===== src/sv/frame_period_late_detector_core_assert.svh =====
// ----------------------------------------------------------------------------
// Frame period late detector assertion macros
// Concurrent assertion helpers that compile away when SYNTHESIS is defined.
// ----------------------------------------------------------------------------
`ifndef FRAME_PERIOD_LATE_DETECTOR_CORE_ASSERT_SVH
`define FRAME_PERIOD_LATE_DETECTOR_CORE_ASSERT_SVH

`ifndef SYNTHESIS
// Checks an implication or plain property on every rising clock edge.
`define FPLD_ASSERT(lbl, clk_i, rst_ni, prop) \
	lbl: assert property (@(posedge clk_i) disable iff (!rst_ni) (prop)) \
		else $error("fpld assertion failed");
// Checks that an expression never holds.
`define FPLD_ASSERT_NEVER(lbl, clk_i, rst_ni, expr) \
	lbl: assert property (@(posedge clk_i) disable iff (!rst_ni) !(expr)) \
		else $error("fpld forbidden condition seen");
`else
`define FPLD_ASSERT(lbl, clk_i, rst_ni, prop)
`define FPLD_ASSERT_NEVER(lbl, clk_i, rst_ni, expr)
`endif

`endif


===== src/sv/fpld_pkg.sv =====
// ----------------------------------------------------------------------------
// Frame period late detector package
// Item types, sequencer states, register indexes and divider status.
// ----------------------------------------------------------------------------
package fpld_pkg;

	localparam int unsigned TS_W       = 48;
	localparam int unsigned PERIOD_W   = 32;
	localparam int unsigned INTERVAL_W = 40;
	localparam int unsigned LATE_W     = 16;
	localparam int unsigned FILL_OUT_W = 6;

	// Configuration register indexes.
	localparam logic REG_TRACK_LATE      = 1'b0;
	localparam logic REG_REPORT_INTERVAL = 1'b1;

	// Input opcodes.
	localparam logic OP_START = 1'b0;
	localparam logic OP_FRAME = 1'b1;

	localparam logic [INTERVAL_W-1:0] INTERVAL_RESET = 40'd1000000000;

	typedef struct packed {
		logic            opcode;
		logic [TS_W-1:0] timestamp;
	} in_item_t;

	typedef struct packed {
		logic [PERIOD_W-1:0]   frame_period;
		logic [PERIOD_W-1:0]   mean_period;
		logic                  is_late;
		logic                  report_due;
		logic [LATE_W-1:0]     late_total;
		logic [TS_W-1:0]       elapsed;
		logic [FILL_OUT_W-1:0] window_fill;
	} out_item_t;

	typedef enum logic [2:0] {
		ST_IDLE,
		ST_DIV,
		ST_JUDGE,
		ST_UPDATE,
		ST_REPORT,
		ST_OUTPUT
	} state_t;

	typedef struct packed {
		logic busy;
		logic done;
	} div_status_t;

endpackage


===== src/sv/fpld_ram.sv =====
// ----------------------------------------------------------------------------
// Generic single-port-write RAM
// One write port and one read port, read data registered.
// ----------------------------------------------------------------------------
module fpld_ram #(
	parameter int unsigned WIDTH = 32,
	parameter int unsigned DEPTH = 60
) (
	input  logic                     clk,
	input  logic                     we,
	input  logic [$clog2(DEPTH)-1:0] waddr,
	input  logic [WIDTH-1:0]         wdata,
	input  logic [$clog2(DEPTH)-1:0] raddr,
	output logic [WIDTH-1:0]         rdata
);

	logic [WIDTH-1:0] mem_q [DEPTH];

	always_ff @(posedge clk) begin
		if (we) begin
			mem_q[waddr] <= wdata;
		end
		rdata <= mem_q[raddr];
	end

endmodule


===== src/sv/fpld_div.sv =====
// ----------------------------------------------------------------------------
// Serial restoring divider
// Produces a 32-bit floor quotient of the window sum by the fill count,
// one quotient bit per cycle.
// ----------------------------------------------------------------------------
module fpld_div #(
	parameter int unsigned SUM_W = 38,
	parameter int unsigned DIV_W = 6
) (
	input  logic                      clk,
	input  logic                      arst_n,
	input  logic                      start,
	input  logic [SUM_W-1:0]          dividend,
	input  logic [DIV_W-1:0]          divisor,
	output fpld_pkg::div_status_t     status,
	output logic [fpld_pkg::PERIOD_W-1:0] quotient
);

	localparam int unsigned QW = fpld_pkg::PERIOD_W;
	localparam int unsigned CW = $clog2(QW);

	logic [DIV_W-1:0] rem_q;
	logic [DIV_W-1:0] divisor_q;
	logic [QW-1:0]    quo_q;
	logic [CW-1:0]    cnt_q;
	logic             busy_q;
	logic             done_q;
	logic [DIV_W:0]   trial;
	logic             fits;

	// The caller guarantees dividend < divisor * 2^32, so the upper part
	// already sits below the divisor and 32 steps give the whole quotient.
	assign trial = {rem_q, quo_q[QW-1]} - {1'b0, divisor_q};
	assign fits  = ({rem_q, quo_q[QW-1]} >= {1'b0, divisor_q});

	always_ff @(posedge clk or negedge arst_n) begin
		if (!arst_n) begin
			busy_q <= 1'b0;
			done_q <= 1'b0;
			cnt_q  <= '0;
		end else begin
			done_q <= 1'b0;
			if (start) begin
				busy_q <= 1'b1;
				cnt_q  <= CW'(QW - 1);
			end else if (busy_q) begin
				cnt_q <= cnt_q - 1'b1;
				if (cnt_q == '0) begin
					busy_q <= 1'b0;
					done_q <= 1'b1;
				end
			end
		end
	end

	always_ff @(posedge clk) begin
		if (start) begin
			rem_q     <= dividend[SUM_W-1:QW];
			quo_q     <= dividend[QW-1:0];
			divisor_q <= divisor;
		end else if (busy_q) begin
			rem_q <= fits ? trial[DIV_W-1:0] : {rem_q[DIV_W-2:0], quo_q[QW-1]};
			quo_q <= {quo_q[QW-2:0], fits};
		end
	end

	assign status.busy = busy_q;
	assign status.done = done_q;
	assign quotient    = quo_q;

endmodule


===== src/sv/frame_period_late_detector_core.sv =====
// ----------------------------------------------------------------------------
// Frame period late detector core
// Measures frame periods, flags late frames against a sliding-window mean
// and raises periodic report events.
// ----------------------------------------------------------------------------
// A start item goes straight from acceptance to the output register. A frame
// mark, when the window holds periods, takes the period, runs the serial
// divider that forms the window mean, then judges lateness, updates the
// window, evaluates the report interval and loads the output register. With
// an empty window the divider is skipped. The input is stalled while an item
// is in work; a finished item waits in the output register and the next
// input item is accepted while it does. The period store is a RAM of WINDOW
// entries with no reset; only entries that were written are ever read.
// ----------------------------------------------------------------------------
`include "frame_period_late_detector_core_assert.svh"

module frame_period_late_detector_core #(
	parameter int unsigned WINDOW = 60
) (
	input  logic                  clk,
	input  logic                  arst_n,
	// Input items.
	input  logic                  in_valid,
	output logic                  in_stall,
	input  fpld_pkg::in_item_t    in_item,
	// Result items.
	output logic                  out_valid,
	input  logic                  out_stall,
	output fpld_pkg::out_item_t   out_item,
	// Configuration writes.
	input  logic                  cfg_we,
	input  logic                  cfg_index,
	input  logic [fpld_pkg::INTERVAL_W-1:0] cfg_wdata
);

	localparam int unsigned TS_W  = fpld_pkg::TS_W;
	localparam int unsigned PW    = fpld_pkg::PERIOD_W;
	localparam int unsigned IW    = $clog2(WINDOW);
	localparam int unsigned FW    = $clog2(WINDOW + 1);
	localparam int unsigned SUM_W = PW + FW;
	localparam int unsigned HALF  = WINDOW / 2;

	fpld_pkg::state_t state_q, state_d;

	// Configuration.
	logic                            track_q;
	logic [fpld_pkg::INTERVAL_W-1:0] interval_q;

	// Window state.
	logic [IW-1:0]    oldest_q;
	logic [FW-1:0]    fill_q;
	logic [SUM_W-1:0] sum_q;

	// Time stamps and counters.
	logic [TS_W-1:0]              start_time_q;
	logic [TS_W-1:0]              last_frame_q;
	logic [TS_W-1:0]              last_report_q;
	logic [fpld_pkg::LATE_W-1:0]  late_count_q;

	// Per-item working values.
	logic [TS_W-1:0]             now_q;
	logic [PW-1:0]               period_q;
	logic [PW-1:0]               mean_q;
	logic                        late_q;
	logic                        due_q;
	logic [fpld_pkg::LATE_W-1:0] total_q;
	logic [TS_W-1:0]             elapsed_q;

	// Output register.
	logic                 out_valid_q;
	fpld_pkg::out_item_t  out_item_q;

	logic in_accept;
	logic is_frame;
	logic out_free;
	logic div_start;
	logic ram_we;

	fpld_pkg::div_status_t div_st;
	logic [PW-1:0]         quotient;

	logic [TS_W-1:0] frame_diff;
	logic [PW-1:0]   period_sat;
	logic [PW-1:0]   mean_sel;
	logic [PW+1:0]   mean_x3;
	logic [PW+1:0]   period_x2;
	logic [FW:0]     fill_plus1;
	logic            late_now;
	logic [IW:0]     pos_sum;
	logic [IW-1:0]   pos;
	logic [IW-1:0]   ram_waddr;
	logic [PW-1:0]   ram_rdata;
	logic            window_full;
	logic [TS_W-1:0] report_diff;
	logic            due_now;
	logic [FW+fpld_pkg::FILL_OUT_W-1:0] fill_ext;

	assign in_accept = in_valid && !in_stall;
	assign is_frame  = (in_item.opcode == fpld_pkg::OP_FRAME);
	assign out_free  = !out_valid_q || !out_stall;

	// Period since the previous frame, saturated to 32 bits.
	assign frame_diff = in_item.timestamp - last_frame_q;
	assign period_sat = (frame_diff[TS_W-1:PW] != '0) ? {PW{1'b1}} : frame_diff[PW-1:0];

	// Late test: period * 2 >= mean * 3, only with a window at least half full.
	assign mean_sel   = (fill_q == '0) ? period_q : quotient;
	assign mean_x3    = {2'b00, mean_sel} + {1'b0, mean_sel, 1'b0};
	assign period_x2  = {1'b0, period_q, 1'b0};
	assign fill_plus1 = {1'b0, fill_q} + 1'b1;
	assign late_now   = track_q && (fill_plus1 >= (FW + 1)'(HALF)) && (period_x2 >= mean_x3);

	// Ring position of the next free slot while the window is still filling.
	assign window_full = (fill_q == FW'(WINDOW));
	assign pos_sum     = {1'b0, oldest_q} + {1'b0, fill_q[IW-1:0]};
	assign pos         = (pos_sum >= (IW + 1)'(WINDOW)) ?
	                     IW'(pos_sum - (IW + 1)'(WINDOW)) : pos_sum[IW-1:0];
	assign ram_waddr   = window_full ? oldest_q : pos;

	assign report_diff = now_q - last_report_q;
	assign due_now     = (report_diff >= {{(TS_W - fpld_pkg::INTERVAL_W){1'b0}}, interval_q});

	assign fill_ext = {{fpld_pkg::FILL_OUT_W{1'b0}}, fill_q};

	// Next state.
	always_comb begin
		state_d = state_q;
		unique case (state_q)
			fpld_pkg::ST_IDLE: begin
				if (in_accept) begin
					if (!is_frame) begin
						state_d = fpld_pkg::ST_OUTPUT;
					end else if (fill_q == '0) begin
						state_d = fpld_pkg::ST_JUDGE;
					end else begin
						state_d = fpld_pkg::ST_DIV;
					end
				end
			end
			fpld_pkg::ST_DIV: begin
				if (div_st.done) begin
					state_d = fpld_pkg::ST_JUDGE;
				end
			end
			fpld_pkg::ST_JUDGE:  state_d = fpld_pkg::ST_UPDATE;
			fpld_pkg::ST_UPDATE: state_d = fpld_pkg::ST_REPORT;
			fpld_pkg::ST_REPORT: state_d = fpld_pkg::ST_OUTPUT;
			fpld_pkg::ST_OUTPUT: begin
				if (out_free) begin
					state_d = fpld_pkg::ST_IDLE;
				end
			end
			default: state_d = fpld_pkg::ST_IDLE;
		endcase
	end

	// Sequencer outputs.
	always_comb begin
		in_stall  = 1'b1;
		div_start = 1'b0;
		ram_we    = 1'b0;
		unique case (state_q)
			fpld_pkg::ST_IDLE: begin
				in_stall  = 1'b0;
				div_start = in_valid && is_frame && (fill_q != '0);
			end
			fpld_pkg::ST_UPDATE: ram_we = !late_q;
			default: begin
				in_stall = 1'b1;
			end
		endcase
	end

	// Control state, window bookkeeping and time stamps.
	always_ff @(posedge clk or negedge arst_n) begin
		if (!arst_n) begin
			state_q       <= fpld_pkg::ST_IDLE;
			track_q       <= 1'b1;
			interval_q    <= fpld_pkg::INTERVAL_RESET;
			oldest_q      <= '0;
			fill_q        <= '0;
			sum_q         <= '0;
			start_time_q  <= '0;
			last_frame_q  <= '0;
			last_report_q <= '0;
			late_count_q  <= '0;
			out_valid_q   <= 1'b0;
		end else begin
			state_q <= state_d;

			if (cfg_we) begin
				unique case (cfg_index)
					fpld_pkg::REG_TRACK_LATE:      track_q    <= cfg_wdata[0];
					fpld_pkg::REG_REPORT_INTERVAL: interval_q <= cfg_wdata;
					default: ;
				endcase
			end

			if (state_q == fpld_pkg::ST_IDLE && in_accept) begin
				last_frame_q <= in_item.timestamp;
				if (!is_frame) begin
					start_time_q  <= in_item.timestamp;
					last_report_q <= in_item.timestamp;
				end
			end

			// A late frame only bumps the counter; others enter the window,
			// displacing the oldest period once the window is full.
			if (state_q == fpld_pkg::ST_UPDATE) begin
				if (late_q) begin
					if (late_count_q != {fpld_pkg::LATE_W{1'b1}}) begin
						late_count_q <= late_count_q + 1'b1;
					end
				end else if (!window_full) begin
					sum_q  <= sum_q + SUM_W'(period_q);
					fill_q <= fill_q + 1'b1;
				end else begin
					sum_q    <= sum_q - SUM_W'(ram_rdata) + SUM_W'(period_q);
					oldest_q <= (oldest_q == IW'(WINDOW - 1)) ? '0 : oldest_q + 1'b1;
				end
			end

			if (state_q == fpld_pkg::ST_REPORT && due_now) begin
				last_report_q <= now_q;
				if (track_q) begin
					late_count_q <= '0;
				end
			end

			if (state_q == fpld_pkg::ST_OUTPUT && out_free) begin
				out_valid_q <= 1'b1;
			end else if (!out_stall) begin
				out_valid_q <= 1'b0;
			end
		end
	end

	// Per-item working values and the output payload.
	always_ff @(posedge clk) begin
		unique case (state_q)
			fpld_pkg::ST_IDLE: begin
				if (in_accept) begin
					now_q     <= in_item.timestamp;
					period_q  <= is_frame ? period_sat : '0;
					mean_q    <= '0;
					late_q    <= 1'b0;
					due_q     <= 1'b0;
					total_q   <= '0;
					elapsed_q <= '0;
				end
			end
			fpld_pkg::ST_JUDGE: begin
				mean_q <= mean_sel;
				late_q <= late_now;
			end
			fpld_pkg::ST_UPDATE: begin
				elapsed_q <= now_q - start_time_q;
			end
			fpld_pkg::ST_REPORT: begin
				due_q   <= due_now;
				total_q <= (due_now && track_q) ? late_count_q : '0;
			end
			fpld_pkg::ST_OUTPUT: begin
				if (out_free) begin
					out_item_q.frame_period <= period_q;
					out_item_q.mean_period  <= mean_q;
					out_item_q.is_late      <= late_q;
					out_item_q.report_due   <= due_q;
					out_item_q.late_total   <= total_q;
					out_item_q.elapsed      <= elapsed_q;
					out_item_q.window_fill  <= fill_ext[fpld_pkg::FILL_OUT_W-1:0];
				end
			end
			default: ;
		endcase
	end

	assign out_valid = out_valid_q;
	assign out_item  = out_item_q;

	// Mean of the window: sum over fill count, one quotient bit a cycle.
	fpld_div #(
		.SUM_W(SUM_W),
		.DIV_W(FW)
	) u_div (
		.clk      (clk),
		.arst_n   (arst_n),
		.start    (div_start),
		.dividend (sum_q),
		.divisor  (fill_q),
		.status   (div_st),
		.quotient (quotient)
	);

	// Period ring. The read address is the oldest slot, which holds still
	// from acceptance to the update, so the registered read is ready in time.
	fpld_ram #(
		.WIDTH(PW),
		.DEPTH(WINDOW)
	) u_ring (
		.clk   (clk),
		.we    (ram_we),
		.waddr (ram_waddr),
		.wdata (period_q),
		.raddr (oldest_q),
		.rdata (ram_rdata)
	);

	// A late frame leaves the window fill untouched.
	`FPLD_ASSERT(a_late_keeps_fill, clk, arst_n,
		(state_q == fpld_pkg::ST_UPDATE && late_q) |=> $stable(fill_q))
	// An empty window carries no sum.
	`FPLD_ASSERT(a_empty_sum_zero, clk, arst_n, (fill_q == '0) |-> (sum_q == '0))
	// The divider only finishes while the sequencer waits for it.
	`FPLD_ASSERT(a_div_done_in_div, clk, arst_n, div_st.done |-> (state_q == fpld_pkg::ST_DIV))
	// The window never holds more than its depth.
	`FPLD_ASSERT_NEVER(a_fill_bound, clk, arst_n, fill_q > FW'(WINDOW))

endmodule


===== config.mk =====
export PLATFORM = sky130hd
export DESIGN_NAME = frame_period_late_detector_core
export DESIGN_NICKNAME = d
export VERILOG_FILES = /design/src/sv/fpld_pkg.sv /design/src/sv/fpld_ram.sv /design/src/sv/fpld_div.sv /design/src/sv/frame_period_late_detector_core.sv
export VERILOG_INCLUDE_DIRS = /design/src /design/src/sv
export SDC_FILE = /design/constraint.sdc
export NUM_CORES = 2
export LEC_CHECK = 0
export BUFFER_PORTS_ARGS = -buffer_cell sky130_fd_sc_hd__clkbuf_2
export CELL_PAD_IN_SITES_DETAIL_PLACEMENT = 0
export CELL_PAD_IN_SITES_GLOBAL_PLACEMENT = 1
export CORE_MARGIN = 10
export CORE_UTILIZATION = 40
export CTS_BUF_LIST = sky130_fd_sc_hd__clkbuf_4 sky130_fd_sc_hd__clkbuf_8
export CTS_CLUSTER_DIAMETER = 120
export DETAILED_ROUTE_END_ITERATION = 8
export GPL_TIMING_DRIVEN = 0
export PLACE_DENSITY_LB_ADDON = 0.05
export SYNTH_ARGS = -nofsm -noshare
export SYNTH_HDL_FRONTEND = slang
export SYNTH_SLANG_ARGS = --single-unit

===== constraint.sdc =====
create_clock -name clk -period 11.43 [get_ports clk]
set_input_delay 0.5715 -clock clk [delete_from_list [all_inputs] [get_ports clk]]
set_output_delay 0.5715 -clock clk [all_outputs]
set_load 0.05 [all_outputs]

# --- Yosys cells after proc, flatten, opt, wreduce, memory -nomap -nowiden ---
# Memory sizes are Yosys's and may differ from the RTL's. A register that Yosys moved wholly into a read port is not among the register bits.
# Index checks and enable logic that the tools add are counted.
classes:
  addsub: 15
  magnitude_cmp: 5
  eq_ne: 13
  n_mux: 50
  n_bitwise: 4
  n_reduce_logical: 36
op_table:
  columns: ["op", "n"]
  rows:
  - ["$mux 48", 4]
  - ["$mux 32", 5]
  - ["$sub 48x48->48", 3]
  - ["$mux 16", 7]
  - ["$pmux 48 s2", 1]
  - ["$add 38x32->38", 2]
  - ["$pmux 32 s2", 1]
  - ["$ge 48x40->1", 1]
  - ["$mux 38", 1]
  - ["$sub 38x32->38", 1]
  - ["$mux 6", 6]
  - ["$add 32x33->34", 1]
  - ["$ge 33x34->1", 1]
  - ["$pmux 16 s2", 1]
  - ["$reduce_and 2->1", 10]
  - ["$pmux 3 s6", 1]
  - ["$add 16x1->16 const B", 1]
  - ["$ne 16x16->1 const B", 1]
  - ["$reduce_bool 16->1", 1]
  - ["$mux 1", 14]
  - ["$add 6x1->6 const B", 2]
  - ["$eq 6x6->1 const B", 2]
  - ["$mux 3", 4]
  - ["$mux 5", 2]
  - ["other kinds (25)", 50]
totals:
  ff_bits: 620
  ramBits: 1920
  inputBits: 95
  output_inout_bits: 138
  memories: 1
memory_table:
  columns: ["name", "words", "word_bits", "read_ports", "rd_clocked_by_memory_dff", "wr", "line", "rtl"]
  rows:
  - ["u_ring.mem_q", 60, 32, 1, 1, 1, "fpld_ram.sv:17", "logic [WIDTH-1:0] mem_q [DEPTH];"]

# --- Logic depth before layout (Yosys ltp) ---
logic_depth:
  depth_word: 6
  depth_mapped: 30
  mapped_depth_nobuf: 28

# --- By module ---
# A second synthesis with hierarchy kept.
hier_totals:
  hier_cells: 7266
  area_unflattened_um2: 113684.0
modules_own_cells:
  columns: ["mod", "instances", "cells_each", "area_per_inst_um2", "seq_area_each_um2"]
  rows:
  - ["fpld_ram", 1, 3264, 73803.3, 58295.9]
  - ["frame_period_late_detector_core", 1, 3832, 37407.1, 15827.7]
  - ["fpld_div", 1, 170, 2473.6, 1496.4]

# --- Worst setup path after synthesis ---
# No wires, ideal clock.
synth_timing:
  path_kind: "flip-flop to flip-flop"
  startpoint: "register state_q[2]"
  endpoint: "register out_item_q, in the netlist out_item[0] (enable)"
  arrival_ns: 10.646
  required_ns: 10.604
  slack_ns: -0.042
  stages_incl_launch_ff: 4
  path_buffers: 1
  path_cell_list: "dfrtp_1 clkbuf_1 nand2_1 nor3b_1"
synth_via:
  elab_chain_len: 2
synth_rtl:
  columns: ["element", "line", "rtl"]
  rows:
  - ["from (decl)", "frame_period_late_detector_core.sv:43", "fpld_pkg::state_t state_q, state_d;"]
  - ["from (signal assigned)", "frame_period_late_detector_core.sv:177", "state_q <= fpld_pkg::ST_IDLE;"]
  - ["from (signal assigned)", "frame_period_late_detector_core.sv:189", "state_q <= state_d;"]
  - ["$eq 3x3->1", "frame_period_late_detector_core.sv:240", "unique case (state_q)"]
  - ["$reduce_and 2->1 (no line)", null, null]
  - ["to (decl)", "frame_period_late_detector_core.sv:71", "fpld_pkg::out_item_t out_item_q;"]
# Every way passes these cells.
# A chain may end at the register's enable or synchronous reset.

# --- Worst setup path in the final report ---
layout_timing:
  startpoint: "register fill_q[0]"
  endpoint: "register late_q (data pin)"
layout_via:
  word_cells_on_any_way: 9
  classes_between: "add/sub (2); order compare (2); mux (2); reduce/logical (3)"
layout_lines:
  columns: ["element", "line", "rtl"]
  rows:
  - ["from (decl)", "frame_period_late_detector_core.sv:51", "logic [FW-1:0] fill_q;"]
  - ["from (signal assigned)", "frame_period_late_detector_core.sv:216", "fill_q <= fill_q + 1'b1;"]
  - ["$add 6x1->7", "frame_period_late_detector_core.sv:110", "assign fill_plus1 = {1'b0, fill_q} + 1'b1;"]
  - ["named net fill_plus1[0]", "frame_period_late_detector_core.sv:87", "logic [FW:0] fill_plus1;"]
  - ["$ge 7x5->1", "frame_period_late_detector_core.sv:111", "assign late_now = track_q && (fill_plus1 >= (FW + 1)'(HALF)) && (period_x2 >= mean_x3);"]
  - ["$logic_and 1x1->1 (2 in a row)", "frame_period_late_detector_core.sv:111", null]
  - ["$pmux 1 s2", "frame_period_late_detector_core.sv:240", null]
  - ["to (signal assigned)", "frame_period_late_detector_core.sv:254", "late_q <= late_now;"]
  - ["to (decl)", "frame_period_late_detector_core.sv:64", "logic late_q;"]
# The timed path passes the listed nets, and every way through them passes these cells.

==> impl_metrics.tcl <==
set metrics [dict create \
    cts_tree "built" \
    skew_ps 144 \
    path_clk_slew_ps 60 \
    grt_max_degree 83 \
    grt_antenna_before_repair 40 \
    layoutNonFillerInstCount 12124 \
    arrival_ps 9350 \
    report.final.setup_viol 0 \
    ys_types 96 \
    cpPeakStageDelay_ps 690 \
    rows 195 \
    ys_ff_latch 2572 \
    cp.required_ps 12200 \
    clock-sinks 2572 \
    startpoint_type "flip-flop" \
    cp_slowest_cell "dfrtp_1" \
    worst_path_most_repeated_cell "a21o_1" \
    syn-num-nets 7538 \
    track_usage 0.232 \
    vias 67310 \
    maxSlewHeadroom 0.0162 \
    nets 8487 \
    netlist_area_um2 114000 \
    async_reset_ff_frac 0.102 \
    clk_latency_ps 1140 \
    routed_via_density 5.55 \
    die_y_um 553 \
    area_delta_synth_final_pct 17.9 \
    synth_area_leaders "edfxtp_1 60%, mux4_2 12%, dfrtp_1 5.5%, ha_1 3.7%, o21ai_0 1.8%" \
    hold_end "interval_q[36]" \
    dr.pass1.iters 6 \
    wl_met1_um 161000 \
    cts-root-buf "clkbuf_8" \
    port_buffers 232 \
    synthFlopType "edfxtp_1" \
    crit_fanout 10 \
    period_minus_slack_ps 8580 \
    cts.path.max_buffers 4 \
    critical_path_buf_inv_count 3 \
    syn_area_per_cell_um2 16.1 \
    min_period_over_period 0.750 \
    wl_met3_um 19300 \
    place_congestion 0.860 \
    outcome "finished, final reports clean" \
    grt_setup_unrepaired "no" \
    fp.dieW_um 553 \
    cts_setup_buffers 0 \
    place_area_um2 124000 \
    tns_ps 0 \
    worst_slew_pin_slew_ps 1480 \
    topRoutingLayerUsed "met5" \
    p_per_area_nw_per_um2 232 \
    worst_path_dominant_cell_family "compound AO/OA/AOI/OAI gates" \
    yosys.area.top_type_share 0.602 \
    rr_endpoint "late_q" \
    worst_slack_ps 2850 \
    drv_slew 0 \
    dr.first_iter.drc_count 6338 \
    start_util 0.402 \
    synth_top_cell_by_area "edfxtp_1" \
    synth_edf_count 2278 \
    holdPathStages 3 \
    grt_first_pass_wirelength_um 516000 \
    worstHoldStart "cfg_wdata[36]" \
    yosys_warnings 0 \
    fp.coreArea_um2 283000 \
    pre_cts_ws_ps 2790 \
    endpoint_kind "flip-flop" \
    drive_above_1_share 0.231 \
    whs_ps 297 \
    cap_violations 0 \
    wl_um 363000 \
    htree_num_levels 5 \
    dp.cells 11225 \
    place_hpwl_um 265000 \
    final_area_um2 134000 \
    finalHoldViolCount 0 \
    ioPinCount 233 \
    seq_area_frac_synth 0.666 \
    antenna_left 0 \
    r2r-start "fill_q[0]" \
    grt_pass1_vias 69254 \
    die_area_um2 306000 \
    ff2ff_path_depth 28 \
    dr_wl_met2_um 172000 \
    cts_buffers 437 \
    max_freq_mhz 117 \
    worstSetupPathType "flip-flop to flip-flop" \
    synthesis.instances 7067 \
    gr-total-overflow 0 \
    irDropWorstVdd_mv 0.136 \
    p_leak_nw 46.6 \
    rrSetupSlack_ps 2850 \
    hold_path.class "input port to flip-flop" \
    routedWlPerCell_um 29.9 \
    drc 0 \
]
[cell type report]
class | count | area (um2)
Fill cell | 24755 | 149000
Sequential cell | 2572 | 75600
Multi-Input combinational cell | 3767 | 35600
Clock buffer | 626 | 7590
Timing Repair Buffer | 510 | 6460
Tap cell | 3743 | 4680
Inverter | 425 | 1600
Buffer | 303 | 1210
Clock inverter | 172 | 1090
Antenna cell | 6 | 15.0
[registers in the layout, indices dropped and copies added, names as in the netlist, 32 cells and up]
name and flops:
now_q 48, interval_q 40, last_report_q 48, last_frame_q 48, elapsed_q 48, mean_q 32, start_time_q 48, u_div.quotient 32
sum_q 38, u_ring.rdata 32, period_q 32, u_ring.mem_q 1920, out_item 136
[cell usage after synthesis (all sizes together) (64+ instances only)]
| cell | number |
|---|---|
| dfrtp | 248 |
| mux2i | 68 |
| nand2 | 431 |
| clkbuf | 210 |
| mux2 | 90 |
| inv | 425 |
| mux4 | 590 |
| buf | 93 |
| edfxtp | 2278 |
| nand4 | 64 |
| nand3 | 104 |
| o21a | 74 |
| nor2 | 296 |
| ha | 337 |
| o21ai | 412 |
| xor2 | 94 |
| a21o | 145 |
| a21oi | 312 |
| xnor2 | 121 |
[worst reg2reg max path: cells and delay by family, from the launching register on]
| family | cells | cell delay (ps) |
|---|---|---|
| AOI/OAI and AO/OA | 17 | 4180 |
| buffers and inverters | 3 | 1240 |
| adders and majority gates | 3 | 1120 |
| and+or+nand+nor | 4 | 900 |
| DFF | 1 | 690 |
| xor gates and xnor gates | 1 | 180 |
[what timing repair did]
| item | CTS | global route |
|---|---|---|
| hold endpoints to repair | 331 | 0 |
| resized for setup | 0 | 0 |
| hold buffers | 95 | 0 |
[logic make-up (layout without fill, tap and decap cells)]
family | Yosys count | count (layout) | share of synthesized area
and+or+nand+nor | 1174 | 1174 | 0.0478
AOI/OAI and AO/OA | 1251 | 1251 | 0.0689
adders and majority gates | 379 | 379 | 0.0443
other | 0 | 6 | 0
xor gates and xnor gates | 215 | 215 | 0.0166
buffers and inverters | 728 | 2036 | 0.0246
muxes | 748 | 748 | 0.132
DFF | 2572 | 2572 | 0.666
[cells in the final DEF, fill, tap and decap left out, drive strengths merged, types with 14 or more instances in the layout]
master | Yosys | routed
fa | 39 | 39
nor2 | 296 | 296
clkbuf | 210 | 1069
dfxtp | 32 | 32
inv | 425 | 434
dfstp | 14 | 14
mux2 | 90 | 90
o21a | 74 | 74
o211ai | 29 | 29
dfrtp | 248 | 248
and3 | 43 | 43
nor2b | 54 | 54
a21oi | 312 | 312
a31oi | 30 | 30
nand4 | 64 | 64
dlygate4sd3 | 0 | 95
buf | 93 | 275
ha | 337 | 337
o21bai | 44 | 44
nand2 | 431 | 431
mux2i | 68 | 68
clkinv | 0 | 149
mux4 | 590 | 590
o21ai | 412 | 412
o31ai | 20 | 20
a21o | 145 | 145
nand2b | 35 | 35
nor3 | 58 | 58
nand3 | 104 | 104
xnor2 | 121 | 121
xor2 | 94 | 94
a211oi | 28 | 28
o221ai | 24 | 24
a221oi | 15 | 15
edfxtp | 2278 | 2278
[per-layer routing]
layer | GRT usage | up-vias
li1 | - | 29581
met2 | 0.379 | 2180
met4 | 0.0621 | 4
met3 | 0.0288 | 507
met1 | 0.329 | 35038
met5 | 0 | -
[stage by stage]
step	power (mW)	util
6_report	31.1	0.474
5_1_grt	33.0	0.474
4_1_cts	31.3	0.474
3_5_place_dp	22.9	0.440
3_3_place_gp	22.5	0.423
2_1_floorplan	19.4	-
[where the power goes]
group          leakage [nW]  switching, mW  total (mW)  internal (mW)
registers              24.1          0.448        11.9           11.4
logic                  17.9           6.85        10.9           4.09
clock network          4.62           3.84        8.26           4.42
total                  46.6           11.1        31.1           19.9
[how the worst max path moves through the flow]
stage               slack, ps       start             to  cells after the start
floorplan                4820  state_q[2]    out_item[0]                      3
global placement          980  state_q[2]  out_item[109]                      3
detailed placement       2790   fill_q[1]         late_q                     27
CTS                      2770   fill_q[1]         late_q                     28
global route             2270   fill_q[1]         late_q                     28
finish                   2850   fill_q[0]         late_q                     28
(Power assumes the default switching activity.)
